==> config.mk <==
export PLATFORM = sky130hd
export DESIGN_NAME = text_command_line_decoder_flat
export DESIGN_NICKNAME = d
export VERILOG_FILES = /design/src/rtl/core/tcld_pkg.sv /design/src/rtl/core/tcld_ifs.sv /design/src/rtl/core/tcld_scan.sv /design/src/rtl/core/tcld_decode.sv /design/src/rtl/core/text_command_line_decoder.sv /design/src/flat_wrapper.sv
export SDC_FILE = /design/constraint.sdc
export NUM_CORES = 1
export LEC_CHECK = 0
export BUFFER_PORTS_ARGS = -buffer_cell sky130_fd_sc_hd__buf_4
export CAP_MARGIN = 10
export CORE_MARGIN = 2
export CORE_UTILIZATION = 66
export CTS_BUF_LIST = sky130_fd_sc_hd__clkbuf_4 sky130_fd_sc_hd__clkbuf_8 sky130_fd_sc_hd__clkbuf_16
export DETAILED_ROUTE_END_ITERATION = 8
export MAX_ROUTING_LAYER = met4
export PLACE_DENSITY = 0.91
export SLEW_MARGIN = 20
export SYNTH_ARGS = -nofsm -noshare
export SYNTH_HDL_FRONTEND = slang
export SYNTH_SLANG_ARGS = --single-unit
==> constraint.sdc <==
create_clock -name i_clk -period 9.6 [get_ports i_clk]
set_clock_uncertainty 0.2 [all_clocks]
set_input_delay 0.96 -clock i_clk [delete_from_list [all_inputs] [get_ports i_clk]]
set_output_delay 0.96 -clock i_clk [all_outputs]
set_load 0.05 [all_outputs]
==> src/rtl/core/tcld_pkg.sv <==
// Shared types, codes and keyword tables for the text command line decoder.
// No dependencies; the scanner, decoder and top level import this package.
`timescale 1ns / 1ps
`default_nettype none

package tcld_pkg;

    localparam int LINE_CAPACITY_DEF = 96;
    localparam int MAX_FIELDS_DEF    = 4;
    localparam int ATT_MAX_RESET     = 63;
    localparam int NUM_INT_MAX       = 32767;
    localparam int PHASE_MAX         = 675;
    localparam int PHASE_STEP        = 45;
    localparam int PHASE_CODES       = PHASE_MAX / PHASE_STEP + 1;

    localparam int KW_COUNT  = 17;
    localparam int KW_MAXLEN = 9;

    localparam int KW_PING      = 0;
    localparam int KW_KEEPALIVE = 1;
    localparam int KW_HELP      = 2;
    localparam int KW_STATUS    = 3;
    localparam int KW_SAFE      = 4;
    localparam int KW_FAULT     = 5;
    localparam int KW_CLEAR     = 6;
    localparam int KW_POWER     = 7;
    localparam int KW_EXTERNAL  = 8;
    localparam int KW_ON        = 9;
    localparam int KW_OFF       = 10;
    localparam int KW_ATT       = 11;
    localparam int KW_PHASE     = 12;
    localparam int KW_LNA       = 13;
    localparam int KW_ONE       = 14;
    localparam int KW_TWO       = 15;
    localparam int KW_ALL       = 16;

    localparam logic [KW_MAXLEN*8-1:0] KW_STR [KW_COUNT] = '{
        "PING", "KEEPALIVE", "HELP", "STATUS", "SAFE", "FAULT", "CLEAR",
        "POWER", "EXTERNAL", "ON", "OFF", "ATT", "PHASE", "LNA", "1", "2", "ALL"
    };
    localparam logic [3:0] KW_LEN [KW_COUNT] = '{
        4'd4, 4'd9, 4'd4, 4'd6, 4'd4, 4'd5, 4'd5, 4'd5, 4'd8, 4'd2, 4'd3,
        4'd3, 4'd5, 4'd3, 4'd1, 4'd1, 4'd3
    };

    localparam logic [7:0] CHR_SPACE = 8'h20;
    localparam logic [7:0] CHR_TAB   = 8'h09;
    localparam logic [7:0] CHR_DOT   = 8'h2e;
    localparam logic [7:0] CHR_ZERO  = 8'h30;
    localparam logic [7:0] CHR_FIVE  = 8'h35;
    localparam logic [7:0] CHR_NINE  = 8'h39;

    typedef logic [KW_COUNT-1:0] t_kw_vec;

    typedef enum logic [3:0] {
        CMD_NONE      = 4'd0,
        CMD_PING      = 4'd1,
        CMD_KEEPALIVE = 4'd2,
        CMD_HELP      = 4'd3,
        CMD_STATUS    = 4'd4,
        CMD_SAFE      = 4'd5,
        CMD_FAULT_CLR = 4'd6,
        CMD_POWER     = 4'd7,
        CMD_POWER_EXT = 4'd8,
        CMD_ATT       = 4'd9,
        CMD_PHASE     = 4'd10,
        CMD_LNA       = 4'd11
    } t_command;

    typedef enum logic [2:0] {
        ERR_OK       = 3'd0,
        ERR_EMPTY    = 3'd1,
        ERR_TOO_LONG = 3'd2,
        ERR_SYNTAX   = 3'd3,
        ERR_RANGE    = 3'd4
    } t_error;

    typedef enum logic [2:0] {
        NUM_NODIGIT = 3'd0,
        NUM_INT     = 3'd1,
        NUM_DOT     = 3'd2,
        NUM_FRAC    = 3'd3,
        NUM_BAD     = 3'd4
    } t_num_phase;

    localparam logic [3:0] REG_ATT_MAX = 4'd0;

    typedef struct packed {
        logic        too_long;
        logic [3:0]  nfields;
        t_kw_vec     match0;
        t_kw_vec     match1;
        t_kw_vec     match2;
        logic        num_ok;
        logic [15:0] num;
    } t_line_sum;

    typedef struct packed {
        t_command   command;
        t_error     error_code;
        logic [1:0] chan_sel;
        logic [7:0] amount;
        logic       switch_on;
    } t_result;

    function automatic logic [7:0] to_upper(input logic [7:0] c);
        logic [7:0] r;
        begin
            r = ((c >= 8'h61) && (c <= 8'h7a)) ? (c - 8'd32) : c;
            return r;
        end
    endfunction

    function automatic logic kw_hit(input int k, input logic [3:0] idx,
                                    input logic [7:0] c);
        int pos;
        begin
            pos = int'(KW_LEN[k]) - 1 - int'(idx);
            if (pos < 0) begin
                pos = 0;
            end
            return (int'(idx) < int'(KW_LEN[k])) && (KW_STR[k][pos*8 +: 8] == c);
        end
    endfunction

endpackage

`default_nettype wire

==> src/rtl/core/tcld_ifs.sv <==
// Handshake channel interfaces for the command line decoder.
// Depends on nothing; the payload widths follow the item fields.
`timescale 1ns / 1ps
`default_nettype none

interface tcld_in_if;
    logic       valid;
    logic       ready;
    logic [7:0] text_byte;
    logic       line_end;
    modport source(output valid, output text_byte, output line_end, input ready);
    modport sink(input valid, input text_byte, input line_end, output ready);
endinterface

interface tcld_out_if;
    logic       valid;
    logic       ready;
    logic [3:0] command;
    logic [2:0] error_code;
    logic [1:0] chan_sel;
    logic [7:0] amount;
    logic       switch_on;
    modport source(output valid, output command, output error_code,
                   output chan_sel, output amount, output switch_on, input ready);
    modport sink(input valid, input command, input error_code,
                 input chan_sel, input amount, input switch_on, output ready);
endinterface

`default_nettype wire

==> src/rtl/core/tcld_scan.sv <==
// Per-character line scanner: field splitting, keyword matching and number parsing.
// Depends on tcld_pkg; produces a line summary for the decode stage.
`timescale 1ns / 1ps
`default_nettype none

module tcld_scan
    import tcld_pkg::*;
#(
    parameter int LINE_CAPACITY = LINE_CAPACITY_DEF,
    parameter int MAX_FIELDS    = MAX_FIELDS_DEF
) (
    input  wire logic       i_clk,
    input  wire logic       i_rst_n,
    input  wire logic       i_accept,
    input  wire logic [7:0] i_text_byte,
    input  wire logic       i_line_end,
    output t_line_sum       o_sum
);

    localparam int LEN_W = $clog2(LINE_CAPACITY + 1);
    localparam int FC_W  = $clog2(MAX_FIELDS + 2);
    localparam logic [3:0] IDX_SAT = 4'(KW_MAXLEN + 1);

    logic [LEN_W-1:0] r_len, n_len;
    logic             r_ended, n_ended;
    logic             r_in_field, n_in_field;
    logic [FC_W-1:0]  r_fcount, n_fcount;
    t_kw_vec          r_flags, n_flags;
    logic [3:0]       r_idx, n_idx;
    t_num_phase       r_phase, n_phase;
    logic [14:0]      r_acc, n_acc;
    logic             r_half, n_half;
    t_kw_vec          r_m0, r_m1, r_m2, n_m0, n_m1, n_m2;
    logic             r_num_ok, n_num_ok;
    logic [15:0]      r_num, n_num;

    t_kw_vec          w_cur_match;
    logic             w_cur_num_ok;
    logic [15:0]      w_cur_num;
    logic [FC_W-1:0]  w_fc_inc;
    logic             w_sep;
    logic             w_start;
    t_kw_vec          w_base_flags;
    logic [3:0]       w_base_idx;
    t_num_phase       w_base_phase;
    logic [14:0]      w_base_acc;
    logic             w_base_half;
    logic [7:0]       w_up;
    logic [18:0]      w_acc_calc;
    logic             w_digit;

    always_comb begin
        for (int k = 0; k < KW_COUNT; k++) begin
            w_cur_match[k] = r_flags[k] && (r_idx == KW_LEN[k]);
        end
        w_cur_num_ok = (r_phase == NUM_INT) || (r_phase == NUM_FRAC);
        w_cur_num    = {r_acc, r_half};
        w_fc_inc     = (r_fcount == FC_W'(MAX_FIELDS + 1)) ? r_fcount : r_fcount + 1'b1;
        w_sep        = (i_text_byte == CHR_SPACE) || (i_text_byte == CHR_TAB);
        w_start      = !r_in_field;
        w_base_flags = w_start ? '1 : r_flags;
        w_base_idx   = w_start ? 4'd0 : r_idx;
        w_base_phase = w_start ? NUM_NODIGIT : r_phase;
        w_base_acc   = w_start ? 15'd0 : r_acc;
        w_base_half  = w_start ? 1'b0 : r_half;
        w_up         = to_upper(i_text_byte);
        w_digit      = (i_text_byte >= CHR_ZERO) && (i_text_byte <= CHR_NINE);
        w_acc_calc   = ({4'b0, w_base_acc} << 3) + ({4'b0, w_base_acc} << 1)
                     + {11'b0, i_text_byte - CHR_ZERO};
    end

    always_comb begin
        n_len      = r_len;
        n_ended    = r_ended;
        n_in_field = r_in_field;
        n_fcount   = r_fcount;
        n_flags    = r_flags;
        n_idx      = r_idx;
        n_phase    = r_phase;
        n_acc      = r_acc;
        n_half     = r_half;
        n_m0       = r_m0;
        n_m1       = r_m1;
        n_m2       = r_m2;
        n_num_ok   = r_num_ok;
        n_num      = r_num;
        if (i_accept && i_line_end) begin
            n_len      = '0;
            n_ended    = 1'b0;
            n_in_field = 1'b0;
            n_fcount   = '0;
        end else if (i_accept && !r_ended) begin
            if (i_text_byte == 8'd0) begin
                n_ended = 1'b1;
            end else begin
                if (r_len != LEN_W'(LINE_CAPACITY)) begin
                    n_len = r_len + 1'b1;
                end
                if (w_sep) begin
                    if (r_in_field) begin
                        n_in_field = 1'b0;
                        n_fcount   = w_fc_inc;
                        if (r_fcount == FC_W'(0)) begin
                            n_m0 = w_cur_match;
                        end
                        if (r_fcount == FC_W'(1)) begin
                            n_m1 = w_cur_match;
                        end
                        if (r_fcount == FC_W'(2)) begin
                            n_m2     = w_cur_match;
                            n_num_ok = w_cur_num_ok;
                            n_num    = w_cur_num;
                        end
                    end
                end else begin
                    n_in_field = 1'b1;
                    for (int k = 0; k < KW_COUNT; k++) begin
                        n_flags[k] = w_base_flags[k] && kw_hit(k, w_base_idx, w_up);
                    end
                    n_idx  = (w_base_idx == IDX_SAT) ? w_base_idx : w_base_idx + 1'b1;
                    n_acc  = w_base_acc;
                    n_half = w_base_half;
                    case (w_base_phase)
                        NUM_NODIGIT, NUM_INT: begin
                            if (w_digit) begin
                                if (w_acc_calc > 19'(NUM_INT_MAX)) begin
                                    n_phase = NUM_BAD;
                                end else begin
                                    n_phase = NUM_INT;
                                    n_acc   = w_acc_calc[14:0];
                                end
                            end else if ((w_base_phase == NUM_INT) &&
                                         (i_text_byte == CHR_DOT)) begin
                                n_phase = NUM_DOT;
                            end else begin
                                n_phase = NUM_BAD;
                            end
                        end
                        NUM_DOT: begin
                            if (i_text_byte == CHR_FIVE) begin
                                n_phase = NUM_FRAC;
                                n_half  = 1'b1;
                            end else if (i_text_byte == CHR_ZERO) begin
                                n_phase = NUM_FRAC;
                            end else begin
                                n_phase = NUM_BAD;
                            end
                        end
                        default: begin
                            n_phase = NUM_BAD;
                        end
                    endcase
                end
            end
        end
    end

    always_ff @(posedge i_clk) begin
        if (!i_rst_n) begin
            r_len      <= '0;
            r_ended    <= 1'b0;
            r_in_field <= 1'b0;
            r_fcount   <= '0;
        end else begin
            r_len      <= n_len;
            r_ended    <= n_ended;
            r_in_field <= n_in_field;
            r_fcount   <= n_fcount;
        end
    end

    always_ff @(posedge i_clk) begin
        r_flags  <= n_flags;
        r_idx    <= n_idx;
        r_phase  <= n_phase;
        r_acc    <= n_acc;
        r_half   <= n_half;
        r_m0     <= n_m0;
        r_m1     <= n_m1;
        r_m2     <= n_m2;
        r_num_ok <= n_num_ok;
        r_num    <= n_num;
    end

    always_comb begin
        o_sum.too_long = (r_len == LEN_W'(LINE_CAPACITY));
        o_sum.nfields  = 4'(r_in_field ? w_fc_inc : r_fcount);
        o_sum.match0   = (r_in_field && (r_fcount == FC_W'(0))) ? w_cur_match : r_m0;
        o_sum.match1   = (r_in_field && (r_fcount == FC_W'(1))) ? w_cur_match : r_m1;
        o_sum.match2   = (r_in_field && (r_fcount == FC_W'(2))) ? w_cur_match : r_m2;
        o_sum.num_ok   = (r_in_field && (r_fcount == FC_W'(2))) ? w_cur_num_ok : r_num_ok;
        o_sum.num      = (r_in_field && (r_fcount == FC_W'(2))) ? w_cur_num : r_num;
    end

endmodule

`default_nettype wire

==> src/rtl/core/tcld_decode.sv <==
// Line-end command decode from the scanner's line summary.
// Depends on tcld_pkg; the result is registered by the top level.
`timescale 1ns / 1ps
`default_nettype none

module tcld_decode
    import tcld_pkg::*;
#(
    parameter int MAX_FIELDS = MAX_FIELDS_DEF
) (
    input  wire t_line_sum   i_sum,
    input  wire logic [7:0]  i_att_max,
    output t_result          o_res
);

    logic       w_mask_ok;
    logic [1:0] w_mask;
    logic       w_sw_ok1, w_sw_ok2;
    logic       w_att_ok;
    logic       w_ph_ok;
    logic [3:0] w_ph_code;

    always_comb begin
        w_mask_ok = i_sum.match1[KW_ONE] || i_sum.match1[KW_TWO] || i_sum.match1[KW_ALL];
        w_mask    = i_sum.match1[KW_ALL] ? 2'd3 : (i_sum.match1[KW_TWO] ? 2'd2 : 2'd1);
        w_sw_ok1  = i_sum.match1[KW_ON] || i_sum.match1[KW_OFF];
        w_sw_ok2  = i_sum.match2[KW_ON] || i_sum.match2[KW_OFF];
        w_att_ok  = i_sum.num_ok && (i_sum.num <= {8'b0, i_att_max});
        w_ph_ok   = 1'b0;
        w_ph_code = 4'd0;
        for (int k = 0; k < PHASE_CODES; k++) begin
            if (i_sum.num == 16'(k * PHASE_STEP)) begin
                w_ph_ok   = i_sum.num_ok;
                w_ph_code = 4'(k);
            end
        end
    end

    always_comb begin
        o_res = '{command: CMD_NONE, error_code: ERR_OK, chan_sel: 2'd0,
                  amount: 8'd0, switch_on: 1'b0};
        if (i_sum.too_long) begin
            o_res.error_code = ERR_TOO_LONG;
        end else if (i_sum.nfields == 4'd0) begin
            o_res.error_code = ERR_EMPTY;
        end else if (i_sum.nfields > 4'(MAX_FIELDS)) begin
            o_res.error_code = ERR_SYNTAX;
        end else if ((i_sum.nfields == 4'd1) && i_sum.match0[KW_PING]) begin
            o_res.command = CMD_PING;
        end else if ((i_sum.nfields == 4'd1) && i_sum.match0[KW_KEEPALIVE]) begin
            o_res.command = CMD_KEEPALIVE;
        end else if ((i_sum.nfields == 4'd1) && i_sum.match0[KW_HELP]) begin
            o_res.command = CMD_HELP;
        end else if ((i_sum.nfields == 4'd1) && i_sum.match0[KW_STATUS]) begin
            o_res.command = CMD_STATUS;
        end else if ((i_sum.nfields == 4'd1) && i_sum.match0[KW_SAFE]) begin
            o_res.command = CMD_SAFE;
        end else if ((i_sum.nfields == 4'd2) && i_sum.match0[KW_FAULT] &&
                     i_sum.match1[KW_CLEAR]) begin
            o_res.command = CMD_FAULT_CLR;
        end else if ((i_sum.nfields == 4'd2) && i_sum.match0[KW_POWER] && w_sw_ok1) begin
            o_res.command   = CMD_POWER;
            o_res.switch_on = i_sum.match1[KW_ON];
        end else if ((i_sum.nfields == 4'd3) && i_sum.match0[KW_POWER] &&
                     i_sum.match1[KW_EXTERNAL] && w_sw_ok2) begin
            o_res.command   = CMD_POWER_EXT;
            o_res.switch_on = i_sum.match2[KW_ON];
        end else if ((i_sum.nfields == 4'd3) && i_sum.match0[KW_ATT]) begin
            if (!w_mask_ok) begin
                o_res.error_code = ERR_SYNTAX;
            end else if (!w_att_ok) begin
                o_res.error_code = ERR_RANGE;
            end else begin
                o_res.command  = CMD_ATT;
                o_res.chan_sel = w_mask;
                o_res.amount   = i_sum.num[7:0];
            end
        end else if ((i_sum.nfields == 4'd3) && i_sum.match0[KW_PHASE]) begin
            if (!w_mask_ok) begin
                o_res.error_code = ERR_SYNTAX;
            end else if (!w_ph_ok) begin
                o_res.error_code = ERR_RANGE;
            end else begin
                o_res.command  = CMD_PHASE;
                o_res.chan_sel = w_mask;
                o_res.amount   = {4'b0, w_ph_code};
            end
        end else if ((i_sum.nfields == 4'd3) && i_sum.match0[KW_LNA] &&
                     w_mask_ok && w_sw_ok2) begin
            o_res.command   = CMD_LNA;
            o_res.chan_sel  = w_mask;
            o_res.switch_on = i_sum.match2[KW_ON];
        end else begin
            o_res.error_code = ERR_SYNTAX;
        end
    end

endmodule

`default_nettype wire

==> src/rtl/core/text_command_line_decoder.sv <==
// Top level of the text command line decoder: channels, register port, result register.
// Depends on tcld_pkg, tcld_ifs, tcld_scan and tcld_decode.
//
// Usage: the input channel carries one character per item; an item with
// line_end set closes the line. Each line end yields exactly one item on
// the output channel with the decoded command and an error code; other
// items yield nothing. A zero byte ends the line content early.
// The result of a line is registered when its line-end item is accepted.
// Throughput: one item per cycle while the input is not stalled; every
// character is folded into the registered scan state, and the line-end
// decode is a short combinational path in front of the result register.
// A result that arrives while the previous one still waits is held in a
// spare register. The input stalls only while that spare register is full
// and is released the cycle after the receiver takes the waiting result.
// The attenuation limit is written through the APB port at address zero.
// Synchronous reset clears the line state, drops any pending result and
// sets the attenuation limit to 63 half-unit steps.
`timescale 1ns / 1ps
`default_nettype none

module text_command_line_decoder
    import tcld_pkg::*;
#(
    parameter int LINE_CAPACITY = LINE_CAPACITY_DEF,
    parameter int MAX_FIELDS    = MAX_FIELDS_DEF
) (
    input  wire logic        i_clk,
    input  wire logic        i_rst_n,
    tcld_in_if.sink          i_cmd_in,
    tcld_out_if.source       o_cmd_out,
    input  wire logic        psel,
    input  wire logic        penable,
    input  wire logic        pwrite,
    input  wire logic [1:0]  paddr,
    input  wire logic [31:0] pwdata,
    output logic      [31:0] prdata,
    output logic             pready
);

    logic       r_out_valid, n_out_valid;
    logic       r_spare_valid, n_spare_valid;
    t_result    r_res, n_res;
    t_result    r_spare, n_spare;
    t_result    w_res;
    logic [7:0] r_att_max;
    logic       w_accept;
    logic       w_new;
    logic       w_take;
    logic       w_cfg_wr;
    t_line_sum  w_sum;

    assign i_cmd_in.ready = !r_spare_valid;
    assign w_accept       = i_cmd_in.valid && i_cmd_in.ready;
    assign w_new          = w_accept && i_cmd_in.line_end;
    assign w_take         = r_out_valid && o_cmd_out.ready;
    assign pready         = 1'b1;
    assign w_cfg_wr       = psel && penable && pwrite && (paddr == REG_ATT_MAX[1:0]);
    assign prdata         = (paddr == REG_ATT_MAX[1:0]) ? {24'b0, r_att_max} : 32'd0;

    tcld_scan #(
        .LINE_CAPACITY(LINE_CAPACITY),
        .MAX_FIELDS(MAX_FIELDS)
    ) u_scan (
        .i_clk      (i_clk),
        .i_rst_n    (i_rst_n),
        .i_accept   (w_accept),
        .i_text_byte(i_cmd_in.text_byte),
        .i_line_end (i_cmd_in.line_end),
        .o_sum      (w_sum)
    );

    tcld_decode #(
        .MAX_FIELDS(MAX_FIELDS)
    ) u_decode (
        .i_sum    (w_sum),
        .i_att_max(r_att_max),
        .o_res    (w_res)
    );

    always_comb begin
        n_out_valid   = r_out_valid;
        n_spare_valid = r_spare_valid;
        n_res         = r_res;
        n_spare       = r_spare;
        if (w_take) begin
            if (r_spare_valid) begin
                n_res         = r_spare;
                n_spare_valid = 1'b0;
            end else begin
                n_out_valid = w_new;
                if (w_new) begin
                    n_res = w_res;
                end
            end
        end else if (!r_out_valid) begin
            n_out_valid = w_new;
            if (w_new) begin
                n_res = w_res;
            end
        end else if (w_new) begin
            n_spare       = w_res;
            n_spare_valid = 1'b1;
        end
    end

    always_ff @(posedge i_clk) begin
        if (!i_rst_n) begin
            r_out_valid   <= 1'b0;
            r_spare_valid <= 1'b0;
            r_att_max     <= 8'(ATT_MAX_RESET);
        end else begin
            r_out_valid   <= n_out_valid;
            r_spare_valid <= n_spare_valid;
            if (w_cfg_wr) begin
                r_att_max <= pwdata[7:0];
            end
        end
    end

    always_ff @(posedge i_clk) begin
        r_res   <= n_res;
        r_spare <= n_spare;
    end

    assign o_cmd_out.valid      = r_out_valid;
    assign o_cmd_out.command    = r_res.command;
    assign o_cmd_out.error_code = r_res.error_code;
    assign o_cmd_out.chan_sel   = r_res.chan_sel;
    assign o_cmd_out.amount     = r_res.amount;
    assign o_cmd_out.switch_on  = r_res.switch_on;

    a_result_follows_line_end: assert property (@(posedge i_clk) disable iff (!i_rst_n)
        (w_accept && i_cmd_in.line_end) |=> r_out_valid)
        else $error("line end did not produce a result");

    a_error_has_no_command: assert property (@(posedge i_clk) disable iff (!i_rst_n)
        (r_out_valid && (r_res.error_code != ERR_OK)) |-> (r_res.command == CMD_NONE))
        else $error("error result carries a command");

    a_ready_when_empty: assert property (@(posedge i_clk) disable iff (!i_rst_n)
        !r_out_valid |-> i_cmd_in.ready)
        else $error("input stalled with empty result register");

endmodule

`default_nettype wire
==> src/flat_wrapper.sv <==
// flat-port wrapper written by rule: the top's interface ports become plain ports
module text_command_line_decoder_flat import tcld_pkg::*;
#(
    parameter int LINE_CAPACITY = LINE_CAPACITY_DEF,
    parameter int MAX_FIELDS    = MAX_FIELDS_DEF
)
  (i_clk, i_rst_n, psel, penable, pwrite, paddr, pwdata, prdata, pready, i_cmd_in_valid, i_cmd_in_text_byte, i_cmd_in_line_end, i_cmd_in_ready, o_cmd_out_valid, o_cmd_out_command, o_cmd_out_error_code, o_cmd_out_chan_sel, o_cmd_out_amount, o_cmd_out_switch_on, o_cmd_out_ready);
  tcld_in_if i_cmd_in_i ();
  tcld_out_if o_cmd_out_i ();
  input  wire logic i_clk;
  input  wire logic i_rst_n;
  input  wire logic psel;
  input  wire logic penable;
  input  wire logic pwrite;
  input  wire logic [1:0] paddr;
  input  wire logic [31:0] pwdata;
  output logic      [31:0] prdata;
  output logic pready;
  input wire logic [$bits(i_cmd_in_i.valid)-1:0] i_cmd_in_valid;
  input wire logic [$bits(i_cmd_in_i.text_byte)-1:0] i_cmd_in_text_byte;
  input wire logic [$bits(i_cmd_in_i.line_end)-1:0] i_cmd_in_line_end;
  output wire logic [$bits(i_cmd_in_i.ready)-1:0] i_cmd_in_ready;
  output wire logic [$bits(o_cmd_out_i.valid)-1:0] o_cmd_out_valid;
  output wire logic [$bits(o_cmd_out_i.command)-1:0] o_cmd_out_command;
  output wire logic [$bits(o_cmd_out_i.error_code)-1:0] o_cmd_out_error_code;
  output wire logic [$bits(o_cmd_out_i.chan_sel)-1:0] o_cmd_out_chan_sel;
  output wire logic [$bits(o_cmd_out_i.amount)-1:0] o_cmd_out_amount;
  output wire logic [$bits(o_cmd_out_i.switch_on)-1:0] o_cmd_out_switch_on;
  input wire logic [$bits(o_cmd_out_i.ready)-1:0] o_cmd_out_ready;
  assign i_cmd_in_i.valid = i_cmd_in_valid;
  assign i_cmd_in_i.text_byte = i_cmd_in_text_byte;
  assign i_cmd_in_i.line_end = i_cmd_in_line_end;
  assign i_cmd_in_ready = i_cmd_in_i.ready;
  assign o_cmd_out_valid = o_cmd_out_i.valid;
  assign o_cmd_out_command = o_cmd_out_i.command;
  assign o_cmd_out_error_code = o_cmd_out_i.error_code;
  assign o_cmd_out_chan_sel = o_cmd_out_i.chan_sel;
  assign o_cmd_out_amount = o_cmd_out_i.amount;
  assign o_cmd_out_switch_on = o_cmd_out_i.switch_on;
  assign o_cmd_out_i.ready = o_cmd_out_ready;
  text_command_line_decoder #(.LINE_CAPACITY(LINE_CAPACITY), .MAX_FIELDS(MAX_FIELDS)) u_core (.i_clk(i_clk), .i_rst_n(i_rst_n), .i_cmd_in(i_cmd_in_i), .o_cmd_out(o_cmd_out_i), .psel(psel), .penable(penable), .pwrite(pwrite), .paddr(paddr), .pwdata(pwdata), .prdata(prdata), .pready(pready));
endmodule
==> impl_metrics.tcl, run 1 <==
set metrics [dict create \
    status "completed" \
    gp_congestion 0.957 \
    setup_ws_ns 4.09 \
    ir_drop_uv 143 \
    die-area_sq_um 18400 \
    htreeDepth 4 \
    design_area_sq_um 12300 \
    rsz0062_at_grt "false" \
    grt_pass1_wl_microns 47600 \
    n_antenna_cell 0 \
    final_max_slew_viol_count 0 \
    cts_buffer_depth 2 \
    grt_use_total 0.333 \
    multi_input_area_sq_um 6940 \
    area_growth_pct 7.87 \
    grt-ovfl-total 0 \
    max_slew_margin 0.320 \
    dp_hpwl_microns 20600 \
    place_area_sq_um 11700 \
    synth_edf_count 112 \
    timing.final.hold_violations 0 \
    layout-drive-gt1-share 0.0981 \
    cts_tree "done" \
    synth_area_leader_cell "edfxtp_1" \
    coreArea_sq_um 17100 \
    async_flop_share 0 \
    die_w_microns 136 \
    initial_core_util 0.667 \
    cts-hold-fix-buffers 0 \
    vias 10172 \
    hold_class "register to register" \
    drt_iter0_markers 1468 \
    yosys_most_used_dff "edfxtp_1" \
    synth_top_area_share 0.295 \
    avgSynthCellArea_sq_um 8.98 \
    final_nets 1415 \
    synth_cells 1271 \
    final_common_cell "nand2_1" \
    port_buffers 53 \
    regArea_sq_um 3800 \
    top_level_ports 103 \
    tns_ns 0 \
    ys.warnings.count 0 \
    cp.arrival_ns 5.49 \
    drc 0 \
    clock_sinks 134 \
    tightestPinTransition_ns 1.02 \
    crit_required_ns 9.58 \
    setup_viol 0 \
    netlist_area_sq_um 11400 \
    power.leakage_nw 5.04 \
    critPathLaunchType "register" \
    post-route-min-period_ns 5.51 \
    synthTopCellsByArea "edfxtp_1, ha_1, nand2_1, dfxtp_1, xnor2_1" \
    p_per_area_nw_per_um2 142 \
    first_global_vias 9655 \
    seq_area_frac_synth 0.333 \
    row_count 48 \
    cts_setup_buffers 0 \
    die_y_microns 136 \
    nFillCells 1265 \
    end_kind "register" \
    dpl_worst_slack_ns 4.24 \
    cts_buffers 17 \
    wire_per_inst_microns 19.2 \
    path_class "register to register" \
    firstDrtPassIters 6 \
    postCtsResizedCells 0 \
    ys_ff_latch 134 \
    most-common-layout-cells "nand2_1, edfxtp_1, nor2_1" \
    vias_per_cell 6.69 \
    fmax_mhz 182 \
    ys_types 107 \
    timing.final.crit_share 0.574 \
    cts_root_buf "clkbuf_16" \
    antenna_left 0 \
    drv_cap 0 \
    grt_max_degree 41 \
    antenna_found_initial 0 \
    critical_path.max_fanout 39 \
    clk_latency_ns 0.43 \
    clk_pin_slew_ns 0.06 \
    wirelength_microns 29100 \
]
[worst max-delay path, cell delays in order, from the launching register on]
cell	delay, ns
dfxtp_1	0.31
buf_4	0.38
inv_1	0.51
nor2_1	0.41
fa_1	0.51
ha_1	0.32
a21o_1	0.19
a21o_1	0.25
a2111oi_4	0.44
o21ai_0	0.19
or3_1	0.37
nand4b_1	0.20
or3_1	0.56
mux2_1	0.39
[state kept, by name (all words and copies together), names as in the netlist, 4 cells and up]
register	flops
u_core.u_scan.r_acc	15
u_core.u_scan.r_flags	17
u_core.u_scan.r_idx	4
u_core.u_scan.r_num	16
u_core.r_att_max	8
u_core.o_cmd_out.command	4
u_core.r_spare	18
u_core.o_cmd_out.amount	8
u_core.u_scan.r_m1	7
u_core.u_scan.r_len	7
u_core.u_scan.r_m0	10
[power by group]
part,total (W),internal (W),switching (W)
clock,0.000665,0.000415,0.000250
combinational,0.000403,0.000140,0.000264
sequential,0.000684,0.000657,0.0000267
[per-layer routing]
metal	wire length, microns	vias to the layer above	track usage
li1	-	4698	-
met1	11900	4805	0.423
met2	13900	591	0.544
met3	2700	78	0.0554
met4	590	0	0.114
met5	0	-	-
[cell usage after synthesis (26+ instances only)]
library cell,n
nand3_1,30
o21ai_0,51
nand2_1,119
inv_1,73
and2_1,27
nor2_1,95
ha_1,77
nor3_1,44
xnor2_1,42
buf_4,29
edfxtp_1,112
clkbuf_1,38
a21oi_1,55
nor4_1,26
[per-stage QoR]
stage                     power [W]   util  instances  hold slack (ns)
after floorplan             0.00101      -       1294            0.224
after global placement      0.00107  0.685       1488            0.229
after detailed placement    0.00109  0.685       1488            0.240
after CTS                   0.00174  0.720       1520            0.254
after global routing        0.00181  0.720       1520            0.272
final                       0.00175  0.720       1520            0.260
[final cells by class]
cell class              instances  share of cell area
multi-input cells             997               0.563
flip-flops and latches        134               0.309
clock buffers                  21              0.0370
repair buffers                 57              0.0347
inverters                      75              0.0229
well taps                     225              0.0229
clock inverters                11              0.0108
[cell families after synthesis]
kind of cell | synth area share
AOI/OAI and AO/OA | 0.187
xor gates and xnor gates | 0.0491
adders and majority gates | 0.0958
buffers and inverters | 0.0676
DFF | 0.333
muxes | 0.0260
other | 0.000658
and+or+nand+nor | 0.241
[worst paths after layout]
| kind | start | to | slack (ns) | cells past startpoint |
|---|---|---|---|---|
| min | u_core.u_scan.r_acc[8] | u_core.u_scan.r_num[9] | 0.26 | 0 |
| min reg2reg | u_core.u_scan.r_acc[8] | u_core.u_scan.r_num[9] | 0.26 | 0 |
| max | u_core.u_scan.r_in_field | u_core.u_scan.r_acc[2] | 4.09 | 13 |
| max reg2reg | u_core.u_scan.r_in_field | u_core.u_scan.r_acc[2] | 4.09 | 13 |
(Power assumes the default switching activity.)
==> inputs of run 2 (changes only) <==
Settings changed: CORE_UTILIZATION 66 to 61, PLACE_DENSITY 0.91 to 0.85.
Clock period 9.6 ns to 5.3 ns, I/O delays scaled along.
==> run 2 against run 1 <==
Sequential power is 81% higher; sequential share of layout area is 0.14 points lower; via count is 0.87% lower; non-clock buffer count is 8 higher; die area is 8.0% higher; wire length is 0.67% lower; global-route usage is 3.4 points lower; design area is 0.47% higher; cell count is 1.1% higher; largest cell class unchanged; total power is 78% higher; fmax is 14% higher; utilization is 5.1 points lower.
==> impl_metrics.tcl, run 2 (same netlist as run 1, synthesis figures left out) <==
set metrics [dict create \
    grt-ovfl-total 0 \
    design_area_sq_um 12400 \
    cp.buffers_inverters 1 \
    postCtsResizedCells 0 \
    path_class "register to register" \
    gp_congestion 0.971 \
    vias 10083 \
    cts_tree "done" \
    drt_iter0_markers 1015 \
    dp_hpwl_microns 20900 \
    post-route-min-period_ns 4.81 \
    max_slew_margin 0.347 \
    die_w_microns 141 \
    grt_max_degree 41 \
    timing.final.hold_violations 0 \
    fmax_mhz 208 \
    antenna_found_initial 0 \
    largest_reg_flops 18 \
    power.leakage_nw 5.07 \
    internal_power_w 0.00214 \
    timing.final.crit_share 0.908 \
    area_growth_pct 8.37 \
    cp.arrival_ns 4.78 \
    clock_sinks 134 \
    cts_buffer_depth 2 \
    die-area_sq_um 19800 \
    top_regs "u_core.r_spare: 18 flops, u_core.u_scan.r_flags: 17 flops, u_core.u_scan.r_num: 16 flops" \
    final_common_cell "nand2_1" \
    tightestPinTransition_ns 0.976 \
    vias_per_cell 6.56 \
    cts_root_buf "clkbuf_16" \
    cts_buffers 17 \
    firstDrtPassIters 6 \
    drv_cap 0 \
    end_kind "register" \
    wire_per_inst_microns 18.8 \
    clk_latency_ns 0.43 \
    power_w 0.00312 \
    die_y_microns 141 \
    setup_viol 0 \
    most-common-layout-cells "nand2_1, edfxtp_1, nor2_1" \
    place_area_sq_um 11800 \
    critical_path.max_fanout 15 \
    cts-hold-fix-buffers 0 \
    tns_ns 0 \
    drc 0 \
    port_buffers 53 \
    htreeDepth 4 \
    hold_class "input port to register" \
    final_max_slew_viol_count 0 \
    rsz0062_at_grt "false" \
    grt_use_total 0.300 \
    first_global_vias 9482 \
    clk_pin_slew_ns 0.06 \
    grt_pass1_wl_microns 47000 \
    p_per_area_nw_per_um2 252 \
    n_antenna_cell 0 \
    p_switching_w 0.000980 \
    wirelength_microns 28900 \
    power_frac_seq 0.396 \
    nFillCells 1518 \
    critPathLaunchType "register" \
    final_nets 1423 \
    ir_drop_uv 260 \
    top_level_ports 103 \
    crit_required_ns 5.27 \
    cpPeakStageDelay_ns 0.61 \
    antenna_left 0 \
    crit_chain "inv_1 -> nor2_1 -> fa_1 -> ha_1 -> a21o_1 -> a21o_1 -> a2111oi_4 -> o21ai_0 -> or3_1 -> nand4b_1 -> or3_1 -> mux2_1" \
    slowest_stage "dfxtp_1" \
    initial_core_util 0.617 \
    layout-drive-gt1-share 0.104 \
    status "completed" \
    coreArea_sq_um 18500 \
    netSwitchingFraction 0.315 \
    critical-path-top-delay-family "simple AND/OR/NAND/NOR gates" \
    clkPwrFrac 0.367 \
    regMostFlops "u_core.r_spare" \
    row_count 50 \
    cts_setup_buffers 0 \
    power_frac_comb 0.237 \
]
[run 2: cell count changes in the layout (fill, tap and decap cells not counted)]
cell / delta
clkbuf_4: -3
bufinv_16: -1
nor3b_4: +1
buf_4: +8
clkinv_4: +2
inv_6: +1
nor3b_2: -1
clkinv_1: -1
clkinv_2: +2
[run 2: layout make-up]
class	count	area [sq um]	share of cell area
multi-input cells	997	6940	0.561
flip-flops and latches	134	3800	0.307
repair buffers	65	488	0.0394
clock buffers	18	433	0.0350
well taps	234	293	0.0237
inverters	75	282	0.0227
clock inverters	14	135	0.0109
[run 2: worst paths after layout]
check        slack (ns)  depth (start not counted)                 endpoint                      from
max                0.49                         12  u_core.u_scan.r_acc[12]  u_core.u_scan.r_in_field
min reg2reg        0.27                          0   u_core.u_scan.r_num[9]    u_core.u_scan.r_acc[8]
max reg2reg        0.49                         12  u_core.u_scan.r_acc[12]  u_core.u_scan.r_in_field
min                0.11                          3      u_core.r_att_max[5]                 pwdata[5]
[run 2: layer usage]
metal,GRT usage,share of wire,wire length [microns],vias up
met2,0.493,0.48,13900,491
li1,-,-,-,4723
met4,0.102,0.024,701,0
met1,0.381,0.42,12000,4811
met5,-,0,0,-
met3,0.0435,0.080,2320,58
[run 2: power by group through the flow]
stage	registers (W)	clock network [W]	logic, W
floorplan	0.00131	0	0.000515
global placement	0.00125	0	0.000701
detailed placement	0.00125	0	0.000724
CTS	0.00123	0.00114	0.000729
global route	0.00124	0.00119	0.000803
finish	0.00124	0.00114	0.000738
[run 2: per-stage QoR]
stage	hold slack (ns)	util	std cells	worst slack, ns
CTS	0.100	0.668	1537	0.509
global placement	0.229	0.638	1505	0.620
finish	0.109	0.668	1537	0.488
floorplan	0.224	-	1294	0.573
global route	0.114	0.668	1537	0.267
detailed placement	0.250	0.638	1505	0.516
[run 2: worst reg2reg max path: cells and delay by family, from the launching register on]
| kind | cells | cell delay [ns] |
|---|---|---|
| and+or+nand+nor | 4 | 1.39 |
| AOI/OAI and AO/OA | 4 | 1.01 |
| adders and majority gates | 2 | 0.82 |
| DFF | 1 | 0.61 |
| muxes | 1 | 0.40 |
| buffers and inverters | 1 | 0.12 |
